--- config.mk ---
export PLATFORM = sky130hd
export DESIGN_NAME = clock_time_set_controller_top_flat
export DESIGN_NICKNAME = d
export VERILOG_FILES = /design/src/design/ctsc_pkg.sv /design/src/design/ctsc_in_if.sv /design/src/design/ctsc_out_if.sv /design/src/design/clock_time_set_controller_top.sv /design/src/flat_wrapper.sv
export SDC_FILE = /design/constraint.sdc
export NUM_CORES = 1
export LEC_CHECK = 0
export ABC_CLOCK_PERIOD_IN_PS = 6350
export BUFFER_PORTS_ARGS = -buffer_cell sky130_fd_sc_hd__buf_4
export CORE_MARGIN = 1.5
export CORE_UTILIZATION = 30
export CTS_CLUSTER_SIZE = 16
export DETAILED_ROUTE_END_ITERATION = 10
export PLACE_DENSITY_LB_ADDON = 0.05
export SLEW_MARGIN = 0
export SYNTH_ARGS = -nofsm -noshare
export SYNTH_HDL_FRONTEND = slang
export SYNTH_SLANG_ARGS = --single-unit
--- constraint.sdc ---
create_clock -name clk -period 6.35 [get_ports clk]
set_input_delay 1.27 -clock clk [delete_from_list [all_inputs] [get_ports clk]]
set_output_delay 1.27 -clock clk [all_outputs]
set_load 0.1 [all_outputs]
--- src/design/ctsc_pkg.sv ---
// Package: shared types, mode codes and constants of the clock time-set controller.
package ctsc_pkg;

  typedef logic [15:0] ticks_t;
  typedef logic [1:0]  mode_t;
  typedef logic [5:0]  minute_t;
  typedef logic [4:0]  hour_t;
  typedef logic [6:0]  led_t;
  typedef logic [1:0]  cfg_index_t;
  typedef logic [1:0]  event_type_t;

  typedef struct packed {
    mode_t   mode;
    minute_t minute_value;
    hour_t   hour_value;
    led_t    minute_led_level;
    led_t    hour_led_level;
  } result_t;

  localparam mode_t MODE_NORMAL = 2'd0;
  localparam mode_t MODE_MINUTE = 2'd1;
  localparam mode_t MODE_HOUR   = 2'd2;

  localparam logic KIND_TICK  = 1'b0;
  localparam logic KIND_EVENT = 1'b1;

  localparam logic BUTTON_MINUTE = 1'b0;
  localparam logic BUTTON_HOUR   = 1'b1;

  localparam event_type_t EVT_SHORT_RELEASE = 2'd0;
  localparam event_type_t EVT_LONG_PRESS    = 2'd1;

  localparam cfg_index_t CFG_LONG_PRESS = 2'd0;
  localparam cfg_index_t CFG_TIMEOUT    = 2'd1;
  localparam cfg_index_t CFG_BLINK      = 2'd2;

  localparam ticks_t LONG_PRESS_RESET = 16'd5000;
  localparam ticks_t TIMEOUT_RESET    = 16'd10000;
  localparam ticks_t BLINK_RESET      = 16'd333;
  localparam ticks_t TIMER_MAX        = 16'hFFFF;

  localparam led_t LED_ON  = 7'd100;
  localparam led_t LED_OFF = 7'd0;

  localparam minute_t MINUTE_LAST = 6'd59;
  localparam hour_t   HOUR_LAST   = 5'd23;

  // Saturating increment of a 16-bit timer.
  function automatic ticks_t sat_inc(input ticks_t v);
    sat_inc = (v == TIMER_MAX) ? TIMER_MAX : v + 16'd1;
  endfunction

endpackage

--- src/design/ctsc_in_if.sv ---
// Interface: input channel carrying ticks and button events.
interface ctsc_in_if
  import ctsc_pkg::*;
();
  logic        valid;
  logic        ready;
  logic        kind;
  logic        minute_button_down;
  logic        event_button;
  event_type_t event_type;

  modport source (output valid, kind, minute_button_down, event_button, event_type,
                  input ready);
  modport sink   (input valid, kind, minute_button_down, event_button, event_type,
                  output ready);
endinterface

--- src/design/ctsc_out_if.sv ---
// Interface: output channel carrying mode, time and indicator levels.
interface ctsc_out_if
  import ctsc_pkg::*;
();
  logic    valid;
  logic    ready;
  mode_t   mode;
  minute_t minute_value;
  hour_t   hour_value;
  led_t    minute_led_level;
  led_t    hour_led_level;

  modport source (output valid, mode, minute_value, hour_value, minute_led_level,
                  hour_led_level, input ready);
  modport sink   (input valid, mode, minute_value, hour_value, minute_led_level,
                  hour_led_level, output ready);
endinterface

--- src/design/clock_time_set_controller_top.sv ---
// Top level: time-set controller for a clock, state update and output buffering.
// A result is registered into the main output register or the skid entry.
// Throughput: one item per cycle while the skid entry is empty; the state
// update is a single pass of logic between the state registers, so an item can
// follow in the next cycle. The buffer takes one more item while a result waits.
// Reset (rst, synchronous): clears mode, counters, timers, LEDs and buffer,
// and loads the register defaults 5000 / 10000 / 333 ticks.
module clock_time_set_controller_top
  import ctsc_pkg::*;
(
  input  logic       clk,
  input  logic       rst,
  input  logic       cfg_we,
  input  cfg_index_t cfg_index,
  input  ticks_t     cfg_data,
  ctsc_in_if.sink    item,
  ctsc_out_if.source result
);

  // Configuration registers
  ticks_t long_press_ticks;
  ticks_t timeout_ticks;
  ticks_t blink_ticks;

  // Controller state
  mode_t   mode_reg;
  minute_t minute_count;
  hour_t   hour_count;
  logic    press_active;
  ticks_t  press_timer;
  ticks_t  idle_timer;
  ticks_t  blink_timer;
  logic    blink_phase;
  led_t    minute_led;
  led_t    hour_led;

  mode_t   mode_next;
  minute_t minute_count_next;
  hour_t   hour_count_next;
  logic    press_active_next;
  ticks_t  press_timer_next;
  ticks_t  idle_timer_next;
  ticks_t  blink_timer_next;
  logic    blink_phase_next;
  led_t    minute_led_next;
  led_t    hour_led_next;
  logic    long_hit;

  // Output buffer: main register plus one skid entry
  result_t out_data;
  logic    out_valid;
  result_t skid_data;
  logic    skid_valid;
  result_t new_result;

  logic in_xfer;
  logic out_xfer;

  assign item.ready = !skid_valid;
  assign in_xfer    = item.valid && item.ready;
  assign out_xfer   = out_valid && result.ready;

  // Configuration writes; an index past the list is dropped.
  always_ff @(posedge clk) begin
    if (rst) begin
      long_press_ticks <= LONG_PRESS_RESET;
      timeout_ticks    <= TIMEOUT_RESET;
      blink_ticks      <= BLINK_RESET;
    end else if (cfg_we) begin
      case (cfg_index)
        CFG_LONG_PRESS: long_press_ticks <= cfg_data;
        CFG_TIMEOUT:    timeout_ticks    <= cfg_data;
        CFG_BLINK:      blink_ticks      <= cfg_data;
        default:        ;
      endcase
    end
  end

  // Next-state logic for one item.
  always_comb begin
    mode_next         = mode_reg;
    minute_count_next = minute_count;
    hour_count_next   = hour_count;
    press_active_next = press_active;
    press_timer_next  = press_timer;
    idle_timer_next   = idle_timer;
    blink_timer_next  = blink_timer;
    blink_phase_next  = blink_phase;
    minute_led_next   = minute_led;
    hour_led_next     = hour_led;
    long_hit          = 1'b0;

    if (item.kind == KIND_TICK) begin
      if (item.minute_button_down) begin
        // New press: light the minute LED and restart the hold count.
        if (!press_active) begin
          press_active_next = 1'b1;
          press_timer_next  = '0;
          minute_led_next   = LED_ON;
        end
        press_timer_next = sat_inc(press_timer_next);
        if (press_timer_next >= long_press_ticks) begin
          // Held long enough: enter minute mode and end this tick.
          long_hit          = 1'b1;
          mode_next         = MODE_MINUTE;
          idle_timer_next   = '0;
          blink_timer_next  = '0;
          blink_phase_next  = 1'b0;
          minute_led_next   = LED_OFF;
          press_active_next = 1'b0;
        end
      end else if (press_active) begin
        press_active_next = 1'b0;
        minute_led_next   = LED_OFF;
      end

      if (!long_hit && mode_reg != MODE_NORMAL) begin
        idle_timer_next = sat_inc(idle_timer);
        if (idle_timer_next >= timeout_ticks) begin
          // Inactivity timeout: drop only the LED of the mode being left.
          if (mode_reg == MODE_MINUTE) begin
            minute_led_next = LED_OFF;
          end
          if (mode_reg == MODE_HOUR) begin
            hour_led_next = LED_OFF;
          end
          mode_next        = MODE_NORMAL;
          idle_timer_next  = '0;
          blink_timer_next = '0;
          blink_phase_next = 1'b0;
        end else begin
          blink_timer_next = sat_inc(blink_timer);
          if (blink_timer_next >= blink_ticks) begin
            blink_timer_next = '0;
            blink_phase_next = !blink_phase;
            if (mode_reg == MODE_MINUTE) begin
              minute_led_next = blink_phase_next ? LED_ON : LED_OFF;
            end
            if (mode_reg == MODE_HOUR) begin
              hour_led_next = blink_phase_next ? LED_ON : LED_OFF;
            end
          end
        end
      end
    end else begin
      // Any event inside a setting mode restarts the inactivity count.
      if (mode_reg != MODE_NORMAL) begin
        idle_timer_next = '0;
      end
      if (item.event_type == EVT_LONG_PRESS) begin
        idle_timer_next  = '0;
        blink_timer_next = '0;
        blink_phase_next = 1'b0;
        if (item.event_button == BUTTON_MINUTE) begin
          mode_next       = MODE_MINUTE;
          minute_led_next = LED_OFF;
        end else begin
          mode_next     = MODE_HOUR;
          hour_led_next = LED_OFF;
        end
      end else if (item.event_type == EVT_SHORT_RELEASE) begin
        // Step the active field; a release of the other button is ignored.
        if (mode_reg == MODE_MINUTE && item.event_button == BUTTON_MINUTE) begin
          minute_count_next = (minute_count >= MINUTE_LAST) ? '0 : minute_count + 6'd1;
        end else if (mode_reg == MODE_HOUR && item.event_button == BUTTON_HOUR) begin
          hour_count_next = (hour_count >= HOUR_LAST) ? '0 : hour_count + 5'd1;
        end
      end
    end

    new_result.mode             = mode_next;
    new_result.minute_value     = minute_count_next;
    new_result.hour_value       = hour_count_next;
    new_result.minute_led_level = minute_led_next;
    new_result.hour_led_level   = hour_led_next;
  end

  // Advance the state on each input transfer.
  always_ff @(posedge clk) begin
    if (rst) begin
      mode_reg     <= MODE_NORMAL;
      minute_count <= '0;
      hour_count   <= '0;
      press_active <= 1'b0;
      press_timer  <= '0;
      idle_timer   <= '0;
      blink_timer  <= '0;
      blink_phase  <= 1'b0;
      minute_led   <= LED_OFF;
      hour_led     <= LED_OFF;
    end else if (in_xfer) begin
      mode_reg     <= mode_next;
      minute_count <= minute_count_next;
      hour_count   <= hour_count_next;
      press_active <= press_active_next;
      press_timer  <= press_timer_next;
      idle_timer   <= idle_timer_next;
      blink_timer  <= blink_timer_next;
      blink_phase  <= blink_phase_next;
      minute_led   <= minute_led_next;
      hour_led     <= hour_led_next;
    end
  end

  // Output buffer control. A new result goes to the main register when it is
  // free or draining this cycle, otherwise it is parked in the skid entry.
  always_ff @(posedge clk) begin
    if (rst) begin
      out_valid  <= 1'b0;
      skid_valid <= 1'b0;
    end else begin
      if (in_xfer) begin
        if (!out_valid || out_xfer) begin
          out_valid <= 1'b1;
        end else begin
          skid_valid <= 1'b1;
        end
      end else if (out_xfer) begin
        out_valid  <= skid_valid;
        skid_valid <= 1'b0;
      end
    end
  end

  always_ff @(posedge clk) begin
    if (in_xfer) begin
      if (!out_valid || out_xfer) begin
        out_data <= new_result;
      end else begin
        skid_data <= new_result;
      end
    end else if (out_xfer && skid_valid) begin
      out_data <= skid_data;
    end
  end

  assign result.valid            = out_valid;
  assign result.mode             = out_data.mode;
  assign result.minute_value     = out_data.minute_value;
  assign result.hour_value       = out_data.hour_value;
  assign result.minute_led_level = out_data.minute_led_level;
  assign result.hour_led_level   = out_data.hour_led_level;

endmodule

--- src/flat_wrapper.sv ---
// flat-port wrapper written by rule: the top's interface ports become plain ports
module clock_time_set_controller_top_flat import ctsc_pkg::*;
  (clk, rst, cfg_we, cfg_index, cfg_data, item_valid, item_kind, item_minute_button_down, item_event_button, item_event_type, item_ready, result_valid, result_mode, result_minute_value, result_hour_value, result_minute_led_level, result_hour_led_level, result_ready);
  ctsc_in_if item_i ();
  ctsc_out_if result_i ();
  input  logic clk;
  input  logic rst;
  input  logic cfg_we;
  input  cfg_index_t cfg_index;
  input  ticks_t cfg_data;
  input wire logic [$bits(item_i.valid)-1:0] item_valid;
  input wire logic [$bits(item_i.kind)-1:0] item_kind;
  input wire logic [$bits(item_i.minute_button_down)-1:0] item_minute_button_down;
  input wire logic [$bits(item_i.event_button)-1:0] item_event_button;
  input wire logic [$bits(item_i.event_type)-1:0] item_event_type;
  output wire logic [$bits(item_i.ready)-1:0] item_ready;
  output wire logic [$bits(result_i.valid)-1:0] result_valid;
  output wire logic [$bits(result_i.mode)-1:0] result_mode;
  output wire logic [$bits(result_i.minute_value)-1:0] result_minute_value;
  output wire logic [$bits(result_i.hour_value)-1:0] result_hour_value;
  output wire logic [$bits(result_i.minute_led_level)-1:0] result_minute_led_level;
  output wire logic [$bits(result_i.hour_led_level)-1:0] result_hour_led_level;
  input wire logic [$bits(result_i.ready)-1:0] result_ready;
  assign item_i.valid = item_valid;
  assign item_i.kind = item_kind;
  assign item_i.minute_button_down = item_minute_button_down;
  assign item_i.event_button = item_event_button;
  assign item_i.event_type = item_event_type;
  assign item_ready = item_i.ready;
  assign result_valid = result_i.valid;
  assign result_mode = result_i.mode;
  assign result_minute_value = result_i.minute_value;
  assign result_hour_value = result_i.hour_value;
  assign result_minute_led_level = result_i.minute_led_level;
  assign result_hour_led_level = result_i.hour_led_level;
  assign result_i.ready = result_ready;
  clock_time_set_controller_top u_core (.clk(clk), .rst(rst), .cfg_we(cfg_we), .cfg_index(cfg_index), .cfg_data(cfg_data), .item(item_i), .result(result_i));
endmodule
==> results.tsv <==
stage	metric	value	unit
run	Max-cap violations	0	
sta	setup TNS	0	ns
layout	commonest cells after routing, fill and taps aside	nand2_1 (185), nor2_1 (130), dfxtp_1 (127)	
detailed_routing	DR vias	7454	
synth	Unique masters post-synth	62	
clock_tree	Setup Fix Bufs, Post-CTS	0	
sta	post-route minimum period	5.04	ns
place	gpl congestion	0.743	
grt	initial antenna violation count	0	
sta	RSZ-0062 raised after global routing	no	
synth	mapped cell area	9290	sq um
layout	register area	4160	sq um
detailed_routing	DR DRC count	0	
sta	Worst-Margin Slew	1.08	ns
critical_path	crit start category	register	
layout	Largest Register	u_core.skid_data	
synth	post-synthesis register bit count	181	
clock_tree	hold buffers post-CTS	0	
synth	Most used DFF post-synth	dfxtp_1	
floorplanning	initial core utilization	30.4	%
detailed_routing	Vias per Instance	4.84	
place	DP Cell Count	1509	
floorplanning	Die X	179	microns
run_status	status	finished, final reports clean	
detailed_routing	DR iter-0 viols	384	
grt	global-route wire length before repair	38400	microns
grt	gr usage total	15.5	%
clock_tree	# clock sinks	181	
sta	Layout Skew	0.0194	ns
detailed_routing	Final ANT Viol Nets	0	
floorplanning	Placeable Area	30500	sq um
pwr	worst vdd ir	0.166	mV
min_path	worst hold-check path type	reg2reg	
detailed_routing	WL final	23400	microns
clock_tree	Max Buffers Root-to-Sink	2	
critical_path	crit path capture type	register	
clock_tree	worst skew pair latency	0.45	ns
layout	fill count	3230	
synth	syn_nets	1176	
synth	Synthesis Warnings	0	
place	half-perimeter wire length after placement	16300	microns
layout	area occupied by multi-input gates	4630	sq um
critical_path	Critical Setup Path Class	reg2reg	
detailed_routing	per-cell routed wire length	15.2	microns
critical_path	CP max FO	15	
clock_tree	H-tree Lvls	4	
clock_tree	Resize count post-CTS	0	
sta	Hold Vio Cnt, Final	0	
detailed_routing	first-pass detailed-route iteration total	4	
grt	GR Overflow Total	0	
grt	largest net degree at the start of global routing	77	
place	port bufs	56	
pwr	power per cell area	247	nW/um^2
grt	vias in the first global route	7159	
sta	# setup viols final	0	
pwr	Leak	4.33	nW
sta	Max-slew headroom	27.5	%
floorplanning	I/O pin count	57	
floorplanning	row cnt	64	
synth	Post-synth EDFFs	54	
critical_path	CP Data Arrival Time	5.40	ns
layout	fin nets	1213	
layout	Layout Cells excl Fill	1541	
clock_tree	CTS Buf Count	17	
layout	area grow syn2layout	15.0	%
pwr	total power	2.64	mW
floorplanning	die height	179	microns
clock_tree	clock transition at the registers of the reported paths	0.08	ns
synth	Seq/Total Area, Yosys	44.8	%
clock_tree	CTS tree	built	
layout	fin area	10700	sq um
synth	mean area per synthesized cell	8.48	sq um
critical_path	required time worst endpoint	6.70	ns
layout	max reg flops	27	
sta	Slew Limit Fails	0	
synth	Synth Instances	1095	
layout	commonest non-fill, non-tap cell in the layout	nand2_1	
sta	Tcrit/Tclk final	79.4	%
layout	fraction of layout cells with a size suffix above 1	10.4	%
floorplanning	Total Die Area	32000	sq um
layout	Final Util	35.0	%
sta	max frequency	198	MHz
synth	Post-synth ARST share	0	%
clock_tree	clk root buf	clkbuf_16	
place	Cell Area, Placed	10100	sq um
layout	number of antenna diodes	0	
[report_power, final]
| group | switching, mW | internal (mW) | leakage [nW] |
|---|---|---|---|
| logic | 0.261 | 0.0860 | 2.51 |
| registers | 0.0231 | 1.24 | 1.54 |
| clock network | 0.481 | 0.547 | 0.272 |
| total | 0.765 | 1.87 | 4.33 |
[worst max-delay path, stage by stage (launching register included)]
cell and delay [ns]:
dfxtp_1 0.40, nand2_1 0.13, inv_1 0.08, ha_1 0.17, nand3_1 0.15, nor3_1 0.39, and3_1 0.29, and3_1 0.54
nand2b_1 0.22, ha_1 0.25, a211o_1 0.29, a31oi_1 0.13, o221ai_1 0.23, a211oi_1 0.54, nand2_1 0.21, nor4_2 0.53
a311oi_1 0.14, a211oi_1 0.26
[routing by layer]
| metal | vias up | track usage (%) | share of wire (%) | wire length [microns] |
|---|---|---|---|---|
| li1 | 3881 | - | - | - |
| met1 | 3461 | 21.9 | 51 | 12000 |
| met2 | 98 | 24.1 | 44 | 10400 |
| met3 | 14 | 2.67 | 3.3 | 770 |
| met4 | 0 | 4.58 | 1.1 | 255 |
| met5 | - | 0 | 0 | 0 |
[stage by stage]
stage	hold WS (ns)	setup slack [ns]
5_1_grt	0.470	0.746
3_3_place_gp	0.439	1.44
2_1_floorplan	0.426	1.50
3_5_place_dp	0.439	1.35
4_1_cts	0.450	1.30
6_report	0.445	1.31
[worst paths after layout]
check / startpoint / endpoint / slack (ns) / cells past startpoint
max: u_core.press_active / u_core.hour_led[2] / 1.31 / 17
min: u_core.minute_led[6] / u_core.minute_led[6] / 0.44 / 2
max reg2reg: u_core.press_active / u_core.hour_led[2] / 1.31 / 17
min reg2reg: u_core.minute_led[6] / u_core.minute_led[6] / 0.44 / 2
[cells by family (layout without fill, tap and decap cells)]
group	after synthesis	in the layout	share of synthesized area, %
adders and majority gates	53	53	7.14
xor gates and xnor gates	30	30	2.83
DFF	181	181	44.8
buffers and inverters	132	182	5.51
AOI/OAI and AO/OA	244	244	17.1
muxes	9	9	0.997
and+or+nand+nor	446	446	21.6
[cell type report]
type	count	area share (%)
flip-flops and latches	181	39.0
inverters	79	2.78
multi-input cells	782	43.4
clock buffers	22	4.55
clock inverters	10	0.691
well taps	396	4.64
repair buffers	71	4.99
[synthesized netlist by cell type, types with 18 or more instances]
master | instances | area share [%]
dfxtp_1 | 127 | 27
clkbuf_1 | 47 | 1.9
nor2_1 | 130 | 5.3
ha_1 | 53 | 7.1
a21oi_1 | 93 | 5.0
o21ai_0 | 21 | 1.1
a211oi_1 | 23 | 1.9
edfxtp_1 | 54 | 17
a21o_1 | 18 | 1.5
inv_1 | 79 | 3.2
nand3_1 | 38 | 2.0
nand2_1 | 185 | 7.5
(Power assumes the default switching activity.)
